<file path="src/sv/kmau_ram.sv">
// ----------------------------------------------------------------------------
// kmau_ram
// Generic simple dual-port RAM: one write port, one read port, registered read.
// ----------------------------------------------------------------------------
module kmau_ram #(
  parameter int WIDTH = 16,
  parameter int DEPTH = 16
) (
  input  logic                                   clk,
  input  logic                                   we,
  input  logic [((DEPTH > 1) ? $clog2(DEPTH) : 1)-1:0] waddr,
  input  logic [WIDTH-1:0]                       wdata,
  input  logic [((DEPTH > 1) ? $clog2(DEPTH) : 1)-1:0] raddr,
  output logic [WIDTH-1:0]                       rdata
);

  logic [WIDTH-1:0] mem [DEPTH];

  always_ff @(posedge clk) begin
    if (we) begin
      mem[waddr] <= wdata;
    end
    rdata <= mem[raddr];
  end

endmodule

</file>
<file path="config.mk">
export PLATFORM = sky130hd
export DESIGN_NAME = kmau_ram
export DESIGN_NICKNAME = d
export VERILOG_FILES = /design/src/sv/kmau_ram.sv
export SDC_FILE = /design/constraint.sdc
export NUM_CORES = 1
export LEC_CHECK = 0
export BUFFER_PORTS_ARGS = -buffer_cell sky130_fd_sc_hd__buf_2
export CAP_MARGIN = 40
export CORE_ASPECT_RATIO = 0.75
export CORE_MARGIN = 4
export CORE_UTILIZATION = 41
export CTS_CLUSTER_SIZE = 28
export DETAILED_ROUTE_END_ITERATION = 10
export GPL_TIMING_DRIVEN = 0
export SETUP_SLACK_MARGIN = 0.05
export SLEW_MARGIN = 40
export SYNTH_ARGS = -nofsm -noshare
export SYNTH_HDL_FRONTEND = slang
export SYNTH_SLANG_ARGS = --single-unit
</file>
<file path="constraint.sdc">
create_clock -name clk -period 5.7 [get_ports clk]
set_input_delay 0.285 -clock clk [delete_from_list [all_inputs] [get_ports clk]]
set_output_delay 0.285 -clock clk [all_outputs]
set_load 0.02 [all_outputs]
</file>
---- Word level (Yosys, flattened, before mapping) ----
Memories as Yosys holds them, arrays and structs flattened. A register that Yosys moved wholly into a read port is not among the register bits.
Index checks and enable logic that the tools add are counted.
storage, ports and cells
  bits in registers ....................... 0
  RAM bits ................................ 256
  input bits .............................. 26
  logic and storage cells ................. 3
  memories ................................ 1
cells by class
  multiplexer cells ....................... 2
memories
  memory  depth  bits a word  rd ports  clocked after Yosys merged registers in  wr ports  line  RTL
  mem     16     16           1         1                                        1         17    logic [WIDTH-1:0] mem [DEPTH];
operators with widths
  operator  count
  $mux 1    2

---- Logic depth before layout (Yosys ltp) ----
  depth in word-level cells ............... 2
  gate-level depth with buffers ........... 5
  depth with buffers taken out ............ 3

---- Least setup slack after synthesis ----
OpenSTA, ideal clock, no wires.
  path kind ............................... input to register
  from .................................... in waddr[2] (netlist bit)
  to ...................................... mem mem[0][0] (enable)
  library setup time ...................... 0.409 ns
  arrival time ............................ 1.931 ns
  data required time ...................... 5.291 ns
  slack ................................... 3.360 ns
  stages .................................. 2
  path buffers ............................ 0
  cells stage by stage .................... or3b_2 > nor3_1
RTL lines
  what         line  RTL
  from (decl)  11    input logic [((DEPTH > 1) ? $clog2(DEPTH) : 1)-1:0] waddr,
  to (decl)    17
Straight into the memory's write port.

---- Final worst setup path ----
  from .................................... in waddr[2] (netlist bit)
  to ...................................... mem mem[0][9] (enable)
Straight into the memory's write port.

==> metrics.md <==
| Metric | Value |
|---|---|
| Utilization after layout | 49.2% |
| Chip Height | 144 um |
| TritonCTS clock tree | built |
| Grt ovf | 0 |
| Hold Buf Count CTS | 0 |
| H-tree levels | 1 |
| Mapped cell area | 10000 um^2 |
| Final net count | 549 |
| Hold_sp | wdata[4] |
| Initial drt markers | 386 |
| Post-Route Skew | 0.0147 ns |
| Critical path endpoint category | register |
| Clk sink count | 272 |
| Max-cap violations | 0 |
| Skew-Pair Late Insertion Delay | 0.52 ns |
| First-pass GRT wire length | 31.4 mm |
| Crit-path max FO | 5 |
| Final max-slew violation count | 0 |
| # port buffers | 39 |
| Flops & latches, synth | 272 |
| Worst-path clk slew | 0.06 ns |
| Reg-to-reg critical path startpoint | mem[3][9] |
| IO Count | 42 |
| Setup TNS Final | 0 ns |
| Mapped Nets | 458 |
| Initial core utilization | 41.8% |
| Total CTS buffers | 26 |
| Synth cell types | 19 |
| Clock root buffer | clkbuf_16 |
| Synth Instances | 432 |
| Share of layout cells above drive strength 1 | 33.4% |
| Post-CTS setup buffer count | 0 |
| Drt wl/cell | 24.6 um |
| Synth top area share | 76.5% |
| Die X | 189 um |
| DRT Pass-1 Iters | 5 |
| Worst hold slack | 0.122 ns |
| Top area cells in the synthesized netlist | edfxtp_1 (77%), mux4_2 (12%), dfxtp_1 (3.2%) |
| Setup violators final | 0 |
| Setup CP Type | input port to register |
| Synth area leader | edfxtp_1 |
| Hold Fails Final Rpt | 0 |
| Peak VDD IR | 0.000245 V |
| Yosys warnings | 0 |
| CP Launch Type | input port |
| Fmax | 577 MHz |
| WP data arrival | 1.96 ns |
| RSZ-0062 raised after global routing | false |
| # resized after CTS | 0 |
| Post-route ant nets | 0 |
| Period minus WS final | 1.73 ns |
| Worst min path class | input port to register |
| GRT Overall Usage | 15.9% |
| Die ar. | 27100 um^2 |
| DR vias | 4725 |
| Least-Margin Pin Slew | 0.846 ns |
| Area growth, synth to finish | 17.7% |
| Pin count of the biggest net entering global routing | 17 |
| Final WL | 21.5 mm |
| Vias in the first global route | 4877 |
| Via-per-instance ratio | 5.41 |
| Rel. slew slack | 43.6% |
| Avg Inst Size Synth | 23.2 um^2 |
| Required time of the critical path | 5.93 ns |
| Setup crit start | waddr[2] |
| Final Cycle Share | 30.4% |
| Register area share after synthesis | 79.7% |
| Placer Congestion | 0.730 |
| ANT cells | 0 |
| Clk buf depth | 3 |
| Initial antenna violation count | 0 |
| Area of the core | 24000 um^2 |
| Layout fillers | 1978 |
| Run status | finished, final reports clean |
| Row count | 49 |
| Power per cell area | 342 nW/um^2 |
| Detailed Place HPWL | 13.9 mm |
| Leak Pwr | 0.00384 uW |
| Drt drc | 0 |
[state kept, by name, indices dropped and copies added (netlist names)]
name and cells:
mem 256, rdata 16
[area by class of cell]
type,count,area [um^2],share of cell area (%)
plain buffers,21,126,1.07
clock buffers,37,733,6.20
clock inverters,10,45.0,0.381
multi-input cells,139,2020,17.1
flip-flops and latches,272,8010,67.8
well taps,331,414,3.50
repair buffers,63,470,3.98
[layer usage]
layer / track usage [%] / vias to the layer above / share of wire [%]
li1: - / 2022 / -
met1: 23.0 / 2494 / 45
met2: 25.1 / 170 / 47
met3: 3.45 / 39 / 5.9
met4: 4.18 / 0 / 2.5
met5: 0 / - / 0
[stage by stage]
stage,cells,area (um^2),setup slack [ns],power (uW)
2_1_floorplan,432,10000,3.36,2410
3_3_place_gp,802,10700,1.73,2500
3_5_place_dp,826,11000,3.45,2520
4_1_cts,873,11800,3.99,4090
5_1_grt,873,11800,3.92,4190
6_report,873,11800,3.97,4040
[where the power goes]
part	switching, uW	leakage [uW]	total (uW)	internal (uW)
clock	682	0.000386	1570	890
combinational	138	0.00101	227	88.4
sequential	10.2	0.00245	2250	2240
total	831	0.00384	4040	3210
[worst max-delay path, cell delays in order]
cell    delay, ns
buf_2        0.11
or3b_2       0.58
nor3_2       0.47
buf_2        0.31
buf_4        0.19
[synth_stat cells (all sizes together)]
| cell type | instances |
|---|---|
| or3b | 1 |
| nand3 | 1 |
| mux4 | 64 |
| a22oi | 32 |
| nand3b | 2 |
| dfxtp | 16 |
| clkbuf | 8 |
| nor2b | 2 |
| nand2b | 2 |
| edfxtp | 256 |
| nor2 | 13 |
| nand2 | 17 |
| buf | 13 |
| and2 | 1 |
| nor3 | 4 |
[kinds of logic after synthesis]
kind of cell / synth area share (%)
AO/OA/AOI/OAI: 2.39
buffers and inverters: 1.23
AND/OR/NAND/NOR: 1.92
multiplexers: 14.7
flip-flops: 79.7
[cells in the final DEF (no fill, tap or decap)]
cell       instances
nand3_1            1
clkinv_2           6
nand3b_1           2
mux4_2            54
mux4_1            10
nand2b_1           2
nor2_4            12
a22oi_1           32
clkbuf_16         27
dfxtp_1           16
nor3_2             4
clkbuf_2           1
buf_8             11
edfxtp_1         256
buf_1              1
nor2_1             1
clkinv_1           4
clkbuf_1          16
buf_6              4
nor2b_1            2
nand2_1           17
or3b_2             1
buf_16             1
clkbuf_8           2
buf_2             46
and2_1             1
buf_4             12
[path summary, 6_finish.rpt]
kind / slack, ns / depth (start not counted) / endpoint
max reg2reg: 4.34 / 3 / rdata[9]
max: 3.97 / 5 / mem[0][9]
min reg2reg: 0.68 / 3 / rdata[5]
min: 0.12 / 1 / mem[6][4]
(Power assumes the default switching activity.)
